[config.mk]
export PLATFORM = sky130hd
export DESIGN_NAME = csrdp_queue
export DESIGN_NICKNAME = d
export VERILOG_FILES = /design/src/rtl/csrdp_pkg.sv /design/src/rtl/csrdp_queue.sv
export SDC_FILE = /design/constraint.sdc
export NUM_CORES = 1
export LEC_CHECK = 0
export ABC_AREA = 1
export BUFFER_PORTS_ARGS = -buffer_cell sky130_fd_sc_hd__buf_2
export CAP_MARGIN = 20
export CORE_MARGIN = 5
export CORE_UTILIZATION = 36
export CTS_BUF_LIST = sky130_fd_sc_hd__clkbuf_4
export DETAILED_ROUTE_END_ITERATION = 10
export PLACE_DENSITY = 0.53
export SYNTH_ARGS = -nofsm -noshare
export SYNTH_HDL_FRONTEND = slang
export SYNTH_SLANG_ARGS = --single-unit
[constraint.sdc]
create_clock -name i_clk -period 5.9 [get_ports i_clk]
set_input_delay 1.475 -clock i_clk [delete_from_list [all_inputs] [get_ports i_clk]]
set_output_delay 1.475 -clock i_clk [all_outputs]
set_load 0.01 [all_outputs]
[src/rtl/csrdp_pkg.sv]
// Shared types and constants of the CSR sparse row dot product block.
`timescale 1ns / 1ps

package csrdp_pkg;

    localparam int IDX_W   = 12;
    localparam int VAL_W   = 32;
    localparam int SUM_W   = 64;
    localparam int Q_DEPTH = 4;

    typedef enum logic [1:0] {
        REQ_LOAD  = 2'd0,
        REQ_ELEM  = 2'd1,
        REQ_EMPTY = 2'd2
    } t_req_type;

    typedef struct packed {
        logic                    empty_row;
        logic                    last;
        logic signed [VAL_W-1:0] value;
        logic signed [VAL_W-1:0] vec;
    } t_work;

endpackage

[src/rtl/csrdp_queue.sv]
// Short work queue between front end and back end.
`timescale 1ns / 1ps

module csrdp_queue (
    input  logic             i_clk,
    input  logic             i_rst_n,
    input  logic             i_push,
    input  csrdp_pkg::t_work i_work,
    input  logic             i_pop,
    output csrdp_pkg::t_work o_work,
    output logic             o_full,
    output logic             o_empty
);
    import csrdp_pkg::*;

    localparam int PW = $clog2(Q_DEPTH);
    localparam int CW = $clog2(Q_DEPTH + 1);
    localparam logic [CW-1:0] DEPTH_C = CW'(Q_DEPTH);

    t_work          r_buf [Q_DEPTH];
    logic [PW-1:0]  r_wr;
    logic [PW-1:0]  r_rd;
    logic [CW-1:0]  r_count;
    logic           w_push;
    logic           w_pop;

    assign o_full  = (r_count == DEPTH_C);
    assign o_empty = (r_count == '0);
    assign w_push  = i_push && !o_full;
    assign w_pop   = i_pop && !o_empty;
    assign o_work  = r_buf[r_rd];

    always_ff @(posedge i_clk) begin
        if (w_push) begin
            r_buf[r_wr] <= i_work;
        end
    end

    always_ff @(posedge i_clk) begin
        if (!i_rst_n) begin
            r_wr    <= '0;
            r_rd    <= '0;
            r_count <= '0;
        end else begin
            if (w_push) begin
                r_wr <= r_wr + 1'b1;
            end
            if (w_pop) begin
                r_rd <= r_rd + 1'b1;
            end
            if (w_push && !w_pop) begin
                r_count <= r_count + 1'b1;
            end else if (w_pop && !w_push) begin
                r_count <= r_count - 1'b1;
            end
        end
    end

`ifndef SYNTHESIS
    a_count_bound: assert property (@(posedge i_clk) disable iff (!i_rst_n)
        r_count <= DEPTH_C) else $error("queue count beyond depth");
    a_no_push_full: assert property (@(posedge i_clk) disable iff (!i_rst_n)
        o_full |-> !i_push) else $error("push into full queue");
    a_no_pop_empty: assert property (@(posedge i_clk) disable iff (!i_rst_n)
        o_empty |-> !i_pop) else $error("pop from empty queue");
    a_push_grows: assert property (@(posedge i_clk) disable iff (!i_rst_n)
        (w_push && !w_pop) |=> r_count == $past(r_count) + 1'b1)
        else $error("queue count did not advance");
`endif

endmodule

==> out/results.tsv <==
metric	value	unit
status	complete, no violations	
htreeDepth	3	
initial_core_util	0.366	
cts_tree	yes	
drt_pass1_iterations	4	
postRouteWirelength	23.8	mm
yosysWarnings	0	
finalHoldViolations	0	
path_clk_slew	0.07	ns
finalCritPeriodShare	0.763	
grt_remaining_overflow	0	
route.met3.wl	1.52	mm
worstSkewPairLatency	0.64	ns
end_kind	output pin	
syn_area	10900	sq um
crit_type	reg2out	
fin_hold_ws	0.512	ns
grt_pass1_wl	36.9	mm
cap_violations	0	
critPathRequiredTime	4.43	ns
cts_setup_buffers	0	
seq_area	8110	sq um
synthesis.nets	784	
irDropWorstVdd	0.177	mV
cts-buffers-inserted	75	
synth-seq-cells	273	
cts_root_buffer	clkbuf_4	
die_y	184	um
drive_gt1_frac	0.390	
rsz0062_at_grt	no	
synth_cells	708	
relSlewSlack	0.386	
io_pins	138	
gr-usage-all-layers	0.140	
multi_input_area	2430	sq um
power_density	425	nW/um^2
antenna_found_initial	6	
fmax	222	MHz
synth_cell_type_count	25	
drt_iter0_markers	270	
fill_cells	2748	
routabilityCongestion	0.706	
dieArea	33800	sq um
met1_length	10.4	mm
dr_wl_met2	11.4	mm
post-route-min-period	4.50	ns
hp-class	reg2reg	
setup_viol_count_final	0	
vias	6434	
core-area	29700	sq um
grt_max_degree	87	
leakage	0.00452	uW
vias_per_cell	4.80	
slew_violations	0	
first_global_vias	6811	
cts_resized	0	
drc	0	
avgSynthCellArea	15.4	sq um
layout_commonest_cell	edfxtp_1	
cp_max_fo	86	
wl_per_cell	17.8	um
port_buffers	137	
cp.arrival	3.03	ns
post-route-util	0.434	
cp-start-kind	register	
clock-sinks	273	
dp_hpwl	13.5	mm
die_w	184	um
final_cell_mix	edfxtp_1 (264), buf_2 (137), o21ai_0 (119)	
nets	969	
rows	63	
fin_setup_tns	0	ns
worstMarginPinSlew	0.921	ns
cts_hold_buf	0	
ant_nets	0	
fin_skew	0.0291	ns
ys_seq_area_frac	0.746	
top_layer_used	met5	
cts_buffer_depth	3	
area_growth	18.8	%
-- stage by stage --
step	area, sq um	cells	total power, uW	setup WS (ns)
6_report	12900	1340	5480	1.40
5_1_grt	12900	1340	5840	1.21
4_1_cts	12900	1337	5610	1.27
3_5_place_dp	11900	1206	3910	2.00
3_3_place_gp	11900	1204	3880	2.06
2_1_floorplan	10900	708	3420	1.07
-- registers in the layout, indices dropped and copies added, names as in the netlist, named ones only --
signal   count
r_count      3
r_wr         2
r_buf      264
r_rd         2
-- final cells by class --
type | instances | area share
clock buffers | 114 | 0.0663
multi-input cells | 375 | 0.188
diodes | 3 | 0.000582
inverters | 18 | 0.00562
clock inverters | 17 | 0.00756
flip-flops and latches | 273 | 0.628
repair buffers | 150 | 0.0657
well taps | 390 | 0.0378
-- worst max-delay path, cell delays in order, from the launching register on --
cell and delay (ns):
dfxtp_4 0.52, inv_6 0.71, buf_4 0.54, o21ai_0 0.16
o22ai_1 0.21, buf_2 0.18
-- where the power goes --
group / switching, uW / leakage, uW / internal [uW] / total, uW
combinational: 900 / 0.00145 / 475 / 1370
sequential: 89.0 / 0.00249 / 2360 / 2450
clock: 741 / 0.000575 / 922 / 1660
total: 1730 / 0.00452 / 3750 / 5480
-- layer usage --
layer  vias up  GRT usage
met4        10     0.0515
li1       3074          -
met1      3129      0.176
met5         -          0
met2       180      0.228
met3        41     0.0467
-- final timing paths --
| kind | start | end | slack [ns] | cells after the start |
|---|---|---|---|---|
| max | register | o_work[60] | 1.40 | 5 |
| min | r_rd[1]$_SDFFE_PN0P_ | register | 0.51 | 2 |
| max reg2reg | r_count[0]$_SDFFE_PN0P_ | r_count[2]$_SDFFE_PN0P_ | 3.72 | 13 |
| min reg2reg | r_rd[1]$_SDFFE_PN0P_ | register | 0.51 | 2 |
-- synthesized netlist by cell type, drive strengths merged --
master / count / area, sq um
edfxtp: 264 / 7930
nor2: 146 / 863
o21ai: 133 / 681
o22ai: 66 / 663
clkbuf: 22 / 82.6
buf: 20 / 209
inv: 18 / 72.6
nand2: 15 / 56.3
dfxtp: 9 / 180
ha: 5 / 62.6
nand3: 4 / 20.0
a21oi: 3 / 15.0
fa: 1 / 20.0
nand3b: 1 / 7.51
xor2: 1 / 8.76
-- logic make-up after synthesis --
logic type	synth area share
AO/OA/AOI/OAI	0.125
adder cells (fa/ha/maj)	0.00760
flip-flops	0.746
XOR/XNOR	0.000806
buffers and inverters	0.0335
AND/OR/NAND/NOR	0.0871
No activity file was read; power rests on OpenSTA's default activity.
