[src/rtl/csrdp_pkg.sv]
// Shared types and constants of the CSR sparse row dot product block.
`timescale 1ns / 1ps

package csrdp_pkg;

    localparam int IDX_W   = 12;
    localparam int VAL_W   = 32;
    localparam int SUM_W   = 64;
    localparam int Q_DEPTH = 4;

    typedef enum logic [1:0] {
        REQ_LOAD  = 2'd0,
        REQ_ELEM  = 2'd1,
        REQ_EMPTY = 2'd2
    } t_req_type;

    typedef struct packed {
        logic                    empty_row;
        logic                    last;
        logic signed [VAL_W-1:0] value;
        logic signed [VAL_W-1:0] vec;
    } t_work;

endpackage

[src/rtl/csrdp_if.sv]


interface csrdp_out_if;
    logic                  valid;
    logic                  ready;
    logic signed [63:0]    row_sum;
    logic                  saturated;

    modport source (output valid, row_sum, saturated, input ready);
    modport sink   (input valid, row_sum, saturated, output ready);
endinterface

[src/rtl/csrdp_back.sv]
// Back end: multiply, truncate, saturating accumulate and result register.
`timescale 1ns / 1ps

module csrdp_back #(
    parameter int FRAC_BITS = 16
) (
    input  logic             i_clk,
    input  logic             i_rst_n,
    input  logic             i_empty,
    input  csrdp_pkg::t_work i_work,
    output logic             o_pop,
    csrdp_out_if.source      o_res
);
    import csrdp_pkg::*;

    localparam logic signed [SUM_W-1:0] SUM_MAX = {1'b0, {(SUM_W-1){1'b1}}};
    localparam logic signed [SUM_W-1:0] SUM_MIN = {1'b1, {(SUM_W-1){1'b0}}};

    logic                    w_en;
    logic                    r_a_vld;
    logic                    r_a_last;
    logic                    r_a_empty;
    logic signed [SUM_W-1:0] r_a_prod;
    logic signed [SUM_W-1:0] r_acc;
    logic                    r_clip;
    logic                    r_out_vld;
    logic signed [SUM_W-1:0] r_out_sum;
    logic                    r_out_sat;
    logic signed [SUM_W-1:0] w_sh;
    logic signed [SUM_W-1:0] w_sum;
    logic signed [SUM_W-1:0] w_sat;
    logic                    w_ovf;

    assign w_en  = !r_out_vld || o_res.ready;
    assign o_pop = w_en && !i_empty;

    assign w_sh  = r_a_prod >>> FRAC_BITS;
    assign w_sum = r_acc + w_sh;
    assign w_ovf = (r_acc[SUM_W-1] == w_sh[SUM_W-1]) && (w_sum[SUM_W-1] != r_acc[SUM_W-1]);
    assign w_sat = w_ovf ? (r_acc[SUM_W-1] ? SUM_MIN : SUM_MAX) : w_sum;

    always_ff @(posedge i_clk) begin
        if (!i_rst_n) begin
            r_a_vld <= 1'b0;
        end else if (w_en) begin
            r_a_vld <= !i_empty;
        end
    end

    always_ff @(posedge i_clk) begin
        if (o_pop) begin
            r_a_last  <= i_work.last;
            r_a_empty <= i_work.empty_row;
            r_a_prod  <= SUM_W'(i_work.value * i_work.vec);
        end
    end

    always_ff @(posedge i_clk) begin
        if (!i_rst_n) begin
            r_acc     <= '0;
            r_clip    <= 1'b0;
            r_out_vld <= 1'b0;
        end else if (w_en) begin
            r_out_vld <= r_a_vld && (r_a_empty || r_a_last);
            if (r_a_vld && !r_a_empty) begin
                if (r_a_last) begin
                    r_acc  <= '0;
                    r_clip <= 1'b0;
                end else begin
                    r_acc  <= w_sat;
                    r_clip <= r_clip || w_ovf;
                end
            end
        end
    end

    always_ff @(posedge i_clk) begin
        if (w_en && r_a_vld) begin
            if (r_a_empty) begin
                r_out_sum <= '0;
                r_out_sat <= 1'b0;
            end else if (r_a_last) begin
                r_out_sum <= w_sat;
                r_out_sat <= r_clip || w_ovf;
            end
        end
    end

    assign o_res.valid     = r_out_vld;
    assign o_res.row_sum   = r_out_sum;
    assign o_res.saturated = r_out_sat;

endmodule

[src/flat_wrapper.sv]
// flat-port wrapper written by rule: the top's interface ports become plain ports
module csrdp_back_flat import csrdp_pkg::*;
#(
    parameter int FRAC_BITS = 16
)
  (i_clk, i_rst_n, i_empty, i_work, o_pop, o_res_valid, o_res_row_sum, o_res_saturated, o_res_ready);
  csrdp_out_if o_res_i ();
  input  logic i_clk;
  input  logic i_rst_n;
  input  logic i_empty;
  input  csrdp_pkg::t_work i_work;
  output logic o_pop;
  output wire logic [$bits(o_res_i.valid)-1:0] o_res_valid;
  output wire logic [$bits(o_res_i.row_sum)-1:0] o_res_row_sum;
  output wire logic [$bits(o_res_i.saturated)-1:0] o_res_saturated;
  input wire logic [$bits(o_res_i.ready)-1:0] o_res_ready;
  assign o_res_valid = o_res_i.valid;
  assign o_res_row_sum = o_res_i.row_sum;
  assign o_res_saturated = o_res_i.saturated;
  assign o_res_i.ready = o_res_ready;
  csrdp_back #(.FRAC_BITS(FRAC_BITS)) u_core (.i_clk(i_clk), .i_rst_n(i_rst_n), .i_empty(i_empty), .i_work(i_work), .o_pop(o_pop), .o_res(o_res_i));
endmodule
[config.mk]
export PLATFORM = sky130hd
export DESIGN_NAME = csrdp_back_flat
export DESIGN_NICKNAME = d
export VERILOG_FILES = /design/src/rtl/csrdp_pkg.sv /design/src/rtl/csrdp_if.sv /design/src/rtl/csrdp_back.sv /design/src/flat_wrapper.sv
export SDC_FILE = /design/constraint.sdc
export NUM_CORES = 2
export LEC_CHECK = 0
export ABC_AREA = 1
export BUFFER_PORTS_ARGS = -buffer_cell sky130_fd_sc_hd__buf_2
export CELL_PAD_IN_SITES_DETAIL_PLACEMENT = 2
export CELL_PAD_IN_SITES_GLOBAL_PLACEMENT = 2
export CORE_MARGIN = 2
export CORE_UTILIZATION = 29
export CTS_CLUSTER_DIAMETER = 50
export DETAILED_ROUTE_END_ITERATION = 10
export PLACE_DENSITY_LB_ADDON = 0.1
export SYNTH_ARGS = -nofsm -noshare
export SYNTH_HDL_FRONTEND = slang
export SYNTH_SLANG_ARGS = --single-unit
[constraint.sdc]
create_clock -name i_clk -period 8.44 [get_ports i_clk]
set_input_delay 1.688 -clock i_clk [delete_from_list [all_inputs] [get_ports i_clk]]
set_output_delay 1.688 -clock i_clk [all_outputs]
set_load 0.02 [all_outputs]
==> flow_metrics.env <==
export IMPL_hold_path_depth=2
export IMPL_criticalPathCategory="input pin to register"
export IMPL_n_antenna_cell=0
export IMPL_fillCellCount=20100
export IMPL_final_cell_area_um2=59100
export IMPL_synth_edf_count=115
export IMPL_cts_htree_levels=4
export IMPL_drt_pre_antenna_iters=5
export IMPL_cts_path_max_buffers=2
export IMPL_clock_sinks=182
export IMPL_cpPeakStageDelay_ps=580
export IMPL_viasPerCell=4.51
export IMPL_fin_setup_tns_ps=0
export IMPL_drtAntennaViolNets=0
export IMPL_worstMarginPinSlew_ps=979
export IMPL_io_buffers=136
export IMPL_hold_slack_ps=475
export IMPL_dpl_hpwl_um=172000
export IMPL_area_growth_pct=18.1
export IMPL_status="completed"
export IMPL_setup_viol=0
export IMPL_dieArea_um2=176000
export IMPL_synthFlopType="edfxtp_1"
export IMPL_rr_startpoint="u_core.r_a_prod[63]"
export IMPL_synthArstFlopShare_pct=0
export IMPL_hold_viol_final=0
export IMPL_nets=8454
export IMPL_cp_required_ps=8760
export IMPL_layout_commonest_cell="nand2_1"
export IMPL_worstHoldStart="u_core.r_acc[36]"
export IMPL_r2r_end="u_core.o_res.row_sum[33]"
export IMPL_synthXorXnorAreaFrac_pct=1.51
export IMPL_path_clk_slew_ps=90
export IMPL_syn_inst=6537
export IMPL_regToRegSetupSlack_ps=4310
export IMPL_rsz0062_at_grt="true"
export IMPL_synth_simple_gate_area_share_pct=20.0
export IMPL_relSlewSlack_pct=34.7
export IMPL_worstHoldEndpoint="u_core.r_acc[36]"
export IMPL_synthAdderAreaFrac_pct=49.4
export IMPL_cp_slowest_cell="fa_1"
export IMPL_ys_seq_area_share_pct=9.59
export IMPL_min_period_ps=8210
export IMPL_numCtsBuffers=17
export IMPL_critPathCaptureType="register"
export IMPL_cts_hold_fix_buffers=0
export IMPL_wirelength_um=191000
export IMPL_muxShareOfSynthArea_pct=0
export IMPL_ios=137
export IMPL_worstHoldPathType="register to register"
export IMPL_max_clock_freq_ghz=0.122
export IMPL_overflow=0
export IMPL_num_rows=152
export IMPL_syn_area_per_cell_um2=7.65
export IMPL_synth_top_family_by_area="adder cells"
export IMPL_root_buffer="clkbuf_16"
export IMPL_grt_pass1_wl_um=301000
export IMPL_fin_skew_ps=16.2
export IMPL_ys_types=40
export IMPL_path_cells="buf_2 -> buf_4 -> nand2_1 -> fa_1 -> fa_1 -> fa_1 -> fa_1 -> inv_1 -> fa_1 -> fa_1 -> fa_1 -> fa_1 -> ha_1 -> nand2_1 -> nor2_1 -> inv_1 -> nor4_2 -> buf_4 -> nand3_1 -> nand3_1 -> buf_4 -> buf_4 -> xor2_1"
export IMPL_layout_drive_gt1_share_pct=12.7
export IMPL_layout_common_cells="nand2_1, inv_1, fa_1"
export IMPL_path_common_cell="fa_1"
export IMPL_cp_arrival_ps=8530
export IMPL_place_area_um2=58100
export IMPL_die_h_um=419
export IMPL_drt_iter0_markers=1465
export IMPL_drc=0
export IMPL_ys_ff_latch=182
export IMPL_synth_compound_area_share_pct=3.40
export IMPL_grt_max_degree=77
export IMPL_start_util_pct=29.1
export IMPL_report_final_slew_viol_count=0
export IMPL_finalCritPeriodShare_pct=97.3
export IMPL_wl_per_cell_um=20.4
export IMPL_die_w_um=419
export IMPL_grt_pass1_vias=49800
export IMPL_grt_use_total_pct=22.5
export IMPL_reg2reg_depth=15
export IMPL_start_kind="input pin"
export IMPL_cp_max_fo=11
export IMPL_cts_tree="built"
export IMPL_synth_warnings=0
export IMPL_vias=42300
export IMPL_syn_nets=7932
export IMPL_cap_violations=0
export IMPL_syn_cell_area_um2=50000
export IMPL_fp_coreArea_um2=172000
export IMPL_antenna_found_initial=3
export IMPL_gp_congestion=0.862
export IMPL_clk_latency_ps=510
## logic make-up after synthesis
logic type | Yosys count
AND/OR/NAND/NOR | 2507
XOR/XNOR | 86
adder cells (fa/ha/maj) | 1325
AO/OA/AOI/OAI | 316
buffers and inverters | 2121
flip-flops | 182
## per-layer routing
metal  global-route usage, %  share of wire [%]  vias to the layer above
li1                        -                  -                    19600
met1                    29.8                 46                    22300
met2                    41.3                 52                      308
met3                   0.837                1.4                       83
met4                    3.40                1.2                        0
met5                       0                  0                        -
## how the worst max path moves through the flow
stage / from / end / slack [ps]
after detailed placement: i_work[8] / u_core.r_a_prod[61] / -690
after global placement: i_work[63] / u_core.r_a_prod[53] / -630
after global routing: i_work[63] / u_core.r_a_prod[55] / -130
after floorplan: i_work[63] / u_core.r_a_prod[63] / 4
final: i_work[59] / u_core.r_a_prod[42] / 230
after CTS: i_work[9] / u_core.r_a_prod[58] / 20
## area by class of cell
cell class	count	area (um^2)	area share, %
timing repair buffer	742	6230	10.5
clock buffer	17	425	0.720
sequential	182	4790	8.12
clock inverter	15	160	0.271
multi-input combinational	4234	37500	63.5
tap	2310	2890	4.89
inverter	1882	7070	12.0
## state kept, by name (all words and copies together), names as in the netlist
signal / count
u_core.r_a_last: 1
u_core.o_res.valid: 1
u_core.r_a_prod: 48
u_core.r_a_vld: 1
u_core.r_a_empty: 1
u_core.o_res.saturated: 1
u_core.r_acc: 64
u_core.r_clip: 1
u_core.o_res.row_sum: 64
## stage by stage
| stage | util [%] | instances | setup WS (ps) |
|---|---|---|---|
| 6_report | 34.4 | 9382 | 231 |
| 5_1_grt | 34.4 | 9382 | -131 |
| 4_1_cts | 34.2 | 9379 | 15.6 |
| 3_5_place_dp | 33.9 | 9347 | -690 |
| 3_3_place_gp | 33.9 | 9347 | -630 |
| 2_1_floorplan | - | 6537 | 4.19 |
## cell usage after synthesis, types with 22 or more instances
library cell,count,share of area [%]
nand2_1,1878,14
inv_1,1877,14
fa_1,1082,43
nor2_1,312,2.3
ha_1,243,6.1
clkbuf_1,218,1.6
a21oi_1,197,2.0
nand3_1,178,1.8
edfxtp_1,115,6.9
dfxtp_1,67,2.7
o21ai_0,66,0.66
xnor2_1,48,0.84
xor2_1,38,0.67
nand2_2,30,0.38
nand4_1,28,0.35
nor3_1,22,0.22
## worst max-delay path: cells and delay by family
family        cells  cell delay (ps)
xor+xnor          1              240
fa+ha+maj         9             4650
buf+inv           7             1160
simple gates      6              760
## timing repair
item | CTS | global route
buffers inserted | 0 | 3
endpoints found under the setup margin | 2 | 37
resized for setup | 2 | 85
gates cloned | 0 | 0
pin swaps | 0 | 10
Power is left out: the tool's default activity adds up to more than one toggle a clock period on the data nets, which glitch-free logic cannot reach.
